`src/hw/rtl/glu_pkg.sv`:
```
// Package for the gcd/lcm unit: field widths, the default operand width
// and the sequencer's state and mode types. No dependencies.
`timescale 1ns / 1ps

package glu_pkg;

   // Fixed widths of the beat fields.
   localparam int unsigned OPERAND_FIELD_WIDTH = 32;
   localparam int unsigned GCD_WIDTH           = 32;
   localparam int unsigned LCM_WIDTH           = 64;

   localparam int unsigned REQ_DATA_WIDTH = 2 * OPERAND_FIELD_WIDTH;
   localparam int unsigned RSP_DATA_WIDTH = GCD_WIDTH + LCM_WIDTH;

   // Number of low operand bits actually used (4 to 32).
   localparam int unsigned OPERAND_WIDTH_DEFAULT = 32;

   typedef enum logic [1:0] {
      ST_IDLE,
      ST_DIV,
      ST_MUL,
      ST_DONE
   } state_type;

   // What the running division is for.
   typedef enum logic {
      MODE_EUCLID,
      MODE_QUOT
   } mode_type;

endpackage

```
`src/hw/rtl/gcd_lcm_unit.sv`:
```
// Top level of the gcd/lcm unit: sequencer around one shared restoring
// divider step, plus the lcm product register. Depends on glu_pkg.
`timescale 1ns / 1ps

// Usage.
// A request beat on req_* carries two unsigned operands; only their low
// OPERAND_WIDTH bits are used. The unit answers every request with exactly
// one response beat on rsp_*: the greatest common divisor, the least common
// multiple at full double width, and a flag in rsp_tuser that is set when
// either operand was zero (the lcm is then zero and the gcd is the other
// operand, or zero when both are).
// Sequence: one restoring divider step is done per cycle. Euclid's
// algorithm needs k remainder steps (at most 46 for 32-bit operands,
// counting the swap step when a < b), then one division a/gcd and the
// lcm product follow.
// req_tready is high only while the sequencer is idle; a new request may be
// taken while the previous response still sits in the output register.
// If the receiver stalls, the finished result waits in the sequencer until
// the output register frees up; nothing is dropped.
// Reset (synchronous, active high) returns the sequencer to idle and clears
// the response valid; no result is pending afterwards.
module gcd_lcm_unit #(
   parameter int unsigned OPERAND_WIDTH = glu_pkg::OPERAND_WIDTH_DEFAULT
) (
   input  logic                               clock,
   input  logic                               reset,
   input  logic                               req_tvalid,
   output logic                               req_tready,
   // Fields from bit 0 up: operand_a [31:0], operand_b [63:32].
   input  logic [glu_pkg::REQ_DATA_WIDTH-1:0] req_tdata,
   output logic                               rsp_tvalid,
   input  logic                               rsp_tready,
   // Fields from bit 0 up: gcd_value [31:0], lcm_value [95:32].
   output logic [glu_pkg::RSP_DATA_WIDTH-1:0] rsp_tdata,
   // Fields from bit 0 up: zero_operand [0].
   output logic                               rsp_tuser
);
   import glu_pkg::*;

   localparam int unsigned W      = OPERAND_WIDTH;
   localparam int unsigned PROD_W = 2 * OPERAND_WIDTH;
   localparam int unsigned CNT_W  = $clog2(OPERAND_WIDTH);
   localparam logic [CNT_W-1:0] CNT_LAST = CNT_W'(OPERAND_WIDTH - 1);

   state_type         state_ff, state_in;
   mode_type          mode_ff, mode_in;
   logic [CNT_W-1:0]  cnt_ff, cnt_in;
   logic [W-1:0]      rem_ff, rem_in;   // partial remainder
   logic [W-1:0]      dvd_ff, dvd_in;   // dividend, becomes the quotient
   logic [W-1:0]      dvs_ff, dvs_in;   // divisor
   logic [W-1:0]      opa_ff, opa_in;
   logic [W-1:0]      opb_ff, opb_in;
   logic [W-1:0]      g_ff, g_in;
   logic              zero_ff, zero_in;
   logic [PROD_W-1:0] prod_ff, prod_in;

   logic                 rsp_valid_ff, rsp_valid_in;
   logic [GCD_WIDTH-1:0] rsp_gcd_ff, rsp_gcd_in;
   logic [LCM_WIDTH-1:0] rsp_lcm_ff, rsp_lcm_in;
   logic                 rsp_zero_ff, rsp_zero_in;

   logic          req_fire;
   logic          out_free;
   logic [W-1:0]  a_m, b_m;
   logic [W:0]    shifted;
   logic [W:0]    diff;
   logic          step_ge;
   logic [W-1:0]  rem_step;
   logic [W-1:0]  dvd_step;
   logic          last_step;

   assign a_m = req_tdata[W-1:0];
   assign b_m = req_tdata[OPERAND_FIELD_WIDTH+W-1:OPERAND_FIELD_WIDTH];

   assign req_tready = (state_ff == ST_IDLE);
   assign req_fire   = req_tvalid && req_tready;
   assign out_free   = !rsp_valid_ff || rsp_tready;

   // The shared unit: one restoring division step per cycle.
   assign shifted   = {rem_ff, dvd_ff[W-1]};
   assign diff      = shifted - {1'b0, dvs_ff};
   assign step_ge   = !diff[W];
   assign rem_step  = step_ge ? diff[W-1:0] : shifted[W-1:0];
   assign dvd_step  = {dvd_ff[W-2:0], step_ge};
   assign last_step = (cnt_ff == '0);

   // Next state.
   always_comb begin
      state_in = state_ff;
      case (state_ff)
         ST_IDLE: begin
            if (req_fire) begin
               state_in = (b_m == '0) ? ST_DONE : ST_DIV;
            end
         end
         ST_DIV: begin
            if (last_step) begin
               if (mode_ff == MODE_QUOT) begin
                  state_in = ST_MUL;
               end else if (rem_step == '0 && zero_ff) begin
                  state_in = ST_DONE;
               end
            end
         end
         ST_MUL: begin
            state_in = ST_DONE;
         end
         ST_DONE: begin
            if (out_free) begin
               state_in = ST_IDLE;
            end
         end
         default: begin
            state_in = ST_IDLE;
         end
      endcase
   end

   // Datapath and output register.
   always_comb begin
      mode_in      = mode_ff;
      cnt_in       = cnt_ff;
      rem_in       = rem_ff;
      dvd_in       = dvd_ff;
      dvs_in       = dvs_ff;
      opa_in       = opa_ff;
      opb_in       = opb_ff;
      g_in         = g_ff;
      zero_in      = zero_ff;
      prod_in      = prod_ff;
      rsp_valid_in = rsp_valid_ff && !rsp_tready;
      rsp_gcd_in   = rsp_gcd_ff;
      rsp_lcm_in   = rsp_lcm_ff;
      rsp_zero_in  = rsp_zero_ff;
      case (state_ff)
         ST_IDLE: begin
            if (req_fire) begin
               opa_in  = a_m;
               opb_in  = b_m;
               zero_in = (a_m == '0) || (b_m == '0);
               g_in    = a_m;       // answer when b is zero
               prod_in = '0;
               mode_in = MODE_EUCLID;
               dvd_in  = a_m;
               dvs_in  = b_m;
               rem_in  = '0;
               cnt_in  = CNT_LAST;
            end
         end
         ST_DIV: begin
            rem_in = rem_step;
            dvd_in = dvd_step;
            cnt_in = cnt_ff - 1'b1;
            if (last_step && mode_ff == MODE_EUCLID) begin
               rem_in = '0;
               cnt_in = CNT_LAST;
               if (rem_step == '0) begin
                  // Divisor divides evenly: it is the gcd. Next divide a by it, unless an operand was zero.
                  g_in    = dvs_ff;
                  mode_in = MODE_QUOT;
                  dvd_in  = opa_ff;
               end else begin
                  dvd_in = dvs_ff;
                  dvs_in = rem_step;
               end
            end
         end
         ST_MUL: begin
            // dvd_ff holds a / gcd here.
            prod_in = PROD_W'(dvd_ff) * PROD_W'(opb_ff);
         end
         ST_DONE: begin
            if (out_free) begin
               rsp_valid_in = 1'b1;
               rsp_gcd_in   = GCD_WIDTH'(g_ff);
               rsp_lcm_in   = LCM_WIDTH'(prod_ff);
               rsp_zero_in  = zero_ff;
            end
         end
         default: begin
         end
      endcase
   end

   always_ff @(posedge clock) begin
      if (reset) begin
         state_ff     <= ST_IDLE;
         rsp_valid_ff <= 1'b0;
      end else begin
         state_ff     <= state_in;
         rsp_valid_ff <= rsp_valid_in;
      end
   end

   always_ff @(posedge clock) begin
      mode_ff     <= mode_in;
      cnt_ff      <= cnt_in;
      rem_ff      <= rem_in;
      dvd_ff      <= dvd_in;
      dvs_ff      <= dvs_in;
      opa_ff      <= opa_in;
      opb_ff      <= opb_in;
      g_ff        <= g_in;
      zero_ff     <= zero_in;
      prod_ff     <= prod_in;
      rsp_gcd_ff  <= rsp_gcd_in;
      rsp_lcm_ff  <= rsp_lcm_in;
      rsp_zero_ff <= rsp_zero_in;
   end

   assign rsp_tvalid = rsp_valid_ff;
   assign rsp_tdata  = {rsp_lcm_ff, rsp_gcd_ff};
   assign rsp_tuser  = rsp_zero_ff;

   // The divider never runs with a zero divisor.
   a_div_nonzero: assert property (@(posedge clock) disable iff (reset)
      (state_ff == ST_DIV) |-> (dvs_ff != '0))
      else $error("divider running with zero divisor");

   // a / gcd is never zero when the product is formed.
   a_quot_nonzero: assert property (@(posedge clock) disable iff (reset)
      (state_ff == ST_MUL) |-> (dvd_ff != '0))
      else $error("zero quotient before lcm product");

   // A response only appears out of the done state.
   a_rsp_from_done: assert property (@(posedge clock) disable iff (reset)
      $rose(rsp_tvalid) |-> $past(state_ff == ST_DONE))
      else $error("response raised outside the done state");

   // Without a zero operand both results are nonzero.
   a_nonzero_results: assert property (@(posedge clock) disable iff (reset)
      (rsp_tvalid && !rsp_tuser) |-> (rsp_gcd_ff != '0 && rsp_lcm_ff != '0))
      else $error("zero result without a zero operand");

endmodule
```
`config.mk`:
```
export PLATFORM = sky130hd
export DESIGN_NAME = gcd_lcm_unit
export DESIGN_NICKNAME = d
export VERILOG_FILES = /design/src/hw/rtl/glu_pkg.sv /design/src/hw/rtl/gcd_lcm_unit.sv
export SDC_FILE = /design/constraint.sdc
export NUM_CORES = 2
export LEC_CHECK = 0
export ABC_AREA = 1
export BUFFER_PORTS_ARGS = -buffer_cell sky130_fd_sc_hd__buf_2
export CORE_ASPECT_RATIO = 0.75
export CORE_MARGIN = 3
export CORE_UTILIZATION = 30
export DETAILED_ROUTE_END_ITERATION = 6
export SLEW_MARGIN = 20
export SYNTH_ARGS = -nofsm -noshare
export SYNTH_HDL_FRONTEND = slang
export SYNTH_SLANG_ARGS = --single-unit
```
`constraint.sdc`:
```
create_clock -name clock -period 8.6 [get_ports clock]
set_input_delay 1.72 -clock clock [delete_from_list [all_inputs] [get_ports clock]]
set_output_delay 1.72 -clock clock [all_outputs]
set_load 0.02 [all_outputs]
```
# After elaboration in Yosys (flattened, before gate mapping)
# Index checks and enable logic that the tools add are counted.
# classes
addsub	2
n_lt_le_gt_ge	0
reduce_logical	23
div_mod_pow	0
n_eq_ne	10
bitwise_logic	1
n_shift	0
multipliers	1
n_mux	33
# op_table
op	count
$mux W32	11
$pmux W32 S2	4
$pmux W64 S2	1
$logic_not A32 Y1	3
$mul A32 B32 Y64	1
$mux W64	1
$sub A33 B32 Y33	1
$mux W2	6
$reduce_and A4 Y1	3
$mux W5	2
$ne A2 B2 Y1 const B	5
$pmux W5 S2	1
$pmux W2 S4	1
$reduce_and A2 Y1	4
$logic_not A5 Y1	1
$mux W1	5
$sub A5 B1 Y5 const B	1
$eq A2 B2 Y1 const B	2
$logic_and A1 B1 Y1	4
$reduce_bool A2 Y1	2
$logic_not A1 Y1	3
$ne A3 B3 Y1 const B	1
$eq A2 B1 Y1 const B	1
$logic_not A2 Y1	1
other kinds (4)	5
# word_totals
regBits	363
mem_bits_ro	0
mem_bits_rw	0
latch_bits	0
mem_count	0

# Longest topological paths before layout
# depth
depth_word	8
depth_mapped	35
ltp_nobuf	33

# Worst setup path before layout
# No wires, ideal clock.
# synth_timing
path_kind	reg-to-reg
start	register state_ff[1]
end	register g_ff[0] (enable)
path_stages_with_launch	9
period_less_slack_ps	8497
arrival_time_ps	8063
path_slack_ps	103
t_required_ps	8166
cell_sequence	dfxtp_1 -> inv_1 -> ha_1 -> buf_2 -> inv_1 -> clkbuf_1 -> o21ai_0 -> nand2_1 -> a21oi_1
# synth_between
elab_chain_len	4
elab_cells_between_ends	8
cone_classes	4 x eq/ne; 4 x reduce/logical
# synth_lines
element	line_no	text
start, declared	gcd_lcm_unit.sv:45	state_type state_ff, state_in;
start signal, assigned	gcd_lcm_unit.sv:190	state_ff <= state_in;
$logic_not A2 Y1	gcd_lcm_unit.sv:75, gcd_lcm_unit.sv:135	
$logic_and A1 B1 Y1	gcd_lcm_unit.sv:76	assign req_fire = req_tvalid && req_tready;
$ne A2 B1 Y1 (no source line)	-	
$reduce_and A4 Y1 (no source line) *	-	
end signal, assigned	gcd_lcm_unit.sv:203	g_ff <= g_in;
end, declared	gcd_lcm_unit.sv:53	logic [W-1:0] g_ff, g_in;
# Every way passes the cells marked *; elsewhere a longest branch is shown, timed or not.
# A chain may end at the register's enable or synchronous reset.

# Worst setup path after layout
# layout_timing
start	register opb_ff[3]
end	register prod_ff[54], data pin
# layout_between
elab_chain_len	2
# layout_lines
element	line_no	text
start, declared	gcd_lcm_unit.sv:52	logic [W-1:0] opb_ff, opb_in;
start signal, assigned	gcd_lcm_unit.sv:202	opb_ff <= opb_in;
$mul A32 B32 Y64	gcd_lcm_unit.sv:170	prod_in = PROD_W'(dvd_ff) * PROD_W'(opb_ff);
$pmux W64 S2	gcd_lcm_unit.sv:135	case (state_ff)
end signal, assigned	gcd_lcm_unit.sv:205	prod_ff <= prod_in;
end, declared	gcd_lcm_unit.sv:55	logic [PROD_W-1:0] prod_ff, prod_in;
# No other way between the ends.

==> flow_summary.toml <==
[timing]
final.setup.tns_ns = 0
maxClockFrequency_mhz = 122
maxSlewViolCount = 0
worst-slew-pin-transition_ns = 1.08
setup_repair_after_global_routing_missed_its_margin = "false"
min_period_ns = 8.19
fin_worst_skew_ns = 0.0499
fin_ws_ns = 0.408
final_hold_viol_count = 0
count_of_final_setup_violators = 0
final_min_period_over_clock_period_pct = 95.3
timing.slew.headroom_pct = 28.2

[floorplan]
core_footprint_um2 = 168000
rows = 130
io_pins = 167
die_x_um = 482
die_area_um2 = 175000
die_h_um = 363
starting_utilization_of_the_core_area_pct = 30.3

[route]
drt_pre_antenna_iters = 6
wirelength_um = 154000
detail_route.iter0.violations = 3248
route.antenna.remaining_nets = 0
routed_length_per_placed_instance_um = 18.2
route.vias.total = 38700
remaining_drc_errors = 0
viasPerCell = 4.57

[cts]
hold_buffers = 0
clockRootBuffer = "clkbuf_16"
clk_pin_slew_ns = 0.06
cts.htree.levels = 2
ctsResizeCount = 0
worstSkewPairLatency_ns = 0.63
tritoncts = "built"
cts-buffers-inserted = 44
max-clock-path-buffers = 3
numClockSinks = 363

[cells_and_area]
sequential_cell_area_um2 = 10900
filler_cell_count = 17500
synthToLayoutAreaGrowth_pct = 10.1
fin_area_um2 = 56100
multi_input_area_um2 = 32200
design.final.nets = 7460
drive_gt1_share_pct = 6.18

[logic_synthesis]
ys_top_cells_by_count = "inv_1, nand2_1, fa_1, edfxtp_1, ha_1"
syn-cell-area_um2 = 51000
synth-async-reset-ratio_pct = 0
synth_cell_type_count = 42
avgSynthCellArea_um2 = 8.31
yosys.cell_count.top_type = "inv_1"
synth_enable_flop_cells = 360
syn_inst = 6136
yosysTopAreaCellShare_pct = 35.2
synthesis.yosys.warnings = 0
synth_top_flop_cell = "edfxtp_1"
synth_area_leaders = "fa_1, edfxtp_1, inv_1, nand2_1, ha_1"
post_syn_nets = 7401
synth.largest_area_cell = "fa_1"
synth_seq_cells = 363
synth.yosys.seq_area_share_pct = 21.3

[critical_path]
slowest_stage = "edfxtp_1"
cpMostUsedCell = "fa_1"
worst_ep_required_time_ns = 8.95
timing.critical_path.fanout_max = 17
timing.critical_path.from_type = "register"
critPathCaptureType = "register"
peak_per_stage_delay_on_the_critical_path_ns = 0.77
critical_setup_path_class = "reg -> reg"
worst-endpoint-arrival_ns = 8.55

[global_route]
grt_use_met1_pct = 25.6
met3_usage_pct = 2.46
first_global_vias = 41000
grt_antenna_before_repair = 4
gr-usage-all-layers_pct = 18.1
grt_first_pass_wirelength_um = 244000
globalRoute.busiestLayer = "met2"
fraction_of_met2_tracks_used_by_global_routing_pct = 28.9
pin_count_of_the_biggest_net_entering_global_routing = 73
gr-total-overflow = 0

[place]
place_congestion = 0.961
placement_cell_area_um2 = 54600
dp_hpwl_um = 127000
port_buffers = 166
post-place-ws_ns = 0.445

[flow_run]
cap_violations = 0

[run_status]
result_of_the_run = "complete, no violations"

[min_path]
min-delay-path-class = "reg -> reg"
-- worst paths after layout --
| check | start | endpoint | slack, ns | cells after the start |
|---|---|---|---|---|
| worst max-delay path | opb_ff[3] | prod_ff[54] | 0.41 | 28 |
| worst min register to register | prod_ff[54] | rsp_lcm_ff[54] | 0.41 | 0 |
| worst max register to register | opb_ff[3] | prod_ff[54] | 0.41 | 28 |
| worst min-delay path | prod_ff[54] | rsp_lcm_ff[54] | 0.41 | 0 |
-- cell usage in the layout (no fill, tap or decap), drive strengths merged, types with 15 or more instances in the layout --
cell,n
clkinv,18
clkbuf,51
a31oi,15
nor3,18
a21oi,202
o21ai,148
o211ai,34
fa,897
edfxtp,360
nor2,205
buf,282
o21a,17
inv,1835
ha,300
nand4,16
nor4,21
nand3,55
nand2,1676
-- layout make-up --
| class | count | area share (%) |
|---|---|---|
| multi-input combinational | 3670 | 57.4 |
| sequential | 363 | 19.4 |
| inverter | 1834 | 12.3 |
| tap | 2244 | 5.00 |
| timing repair buffer | 282 | 3.18 |
| clock buffer | 51 | 2.04 |
| clock inverter | 31 | 0.742 |
| antenna | 1 | 0.00446 |
-- logic make-up (layout without fill, tap and decap cells) --
| group | count (synthesis) | count (layout) | share of synthesized area [%] |
|---|---|---|---|
| other | 0 | 1 | 0 |
| buffers and inverters | 2103 | 2198 | 15.6 |
| DFF | 363 | 363 | 21.3 |
| and+or+nand+nor | 2005 | 2005 | 15.3 |
| AOI/OAI and AO/OA | 450 | 450 | 4.91 |
| xor gates and xnor gates | 18 | 18 | 0.309 |
| adders and majority gates | 1197 | 1197 | 42.6 |
-- through the flow --
step           utilization (%)  hold WS [ns]  cells
4_1_cts                   33.4         0.409   8474
5_1_grt                   33.4         0.416   8475
2_1_floorplan                -         0.400   6136
3_5_place_dp              32.4         0.405   8392
6_report                  33.4         0.409   8476
3_3_place_gp              32.4         0.401   8392
-- worst max-delay path, delay by kind of cell (launching register included) --
family	cells	cell delay, ns
buffers and inverters	7	0.73
AO/OA/AOI/OAI	7	1.68
AND/OR/NAND/NOR	5	0.49
adder cells (fa/ha/maj)	9	4.26
flip-flops	1	0.77
-- sequential cells by signal, summed over array words and instances, names as in the netlist --
name and flops:
prod_ff 64, rsp_lcm_ff 64, dvd_ff 32, dvs_ff 32, g_ff 32, opa_ff 32, opb_ff 32, rem_ff 32
rsp_gcd_ff 32, cnt_ff 5, state_ff 2, mode_ff 1, rsp_tuser 1, rsp_tvalid 1, zero_ff 1
-- what timing repair did --
item | in CTS | in global routing
setup buffers | 0 | 1
setup endpoints to repair | 0 | 3
endpoints found under the hold margin | 0 | 0
-- per-layer routing --
layer,routed length (µm),share of wire [%]
met5,7,0.0045
met4,4740,3.1
met3,10900,7.1
met2,69200,45
met1,69100,45
Power is left out: the tool's default activity adds up to more than one toggle a clock period on the data nets, which glitch-free logic cannot reach.
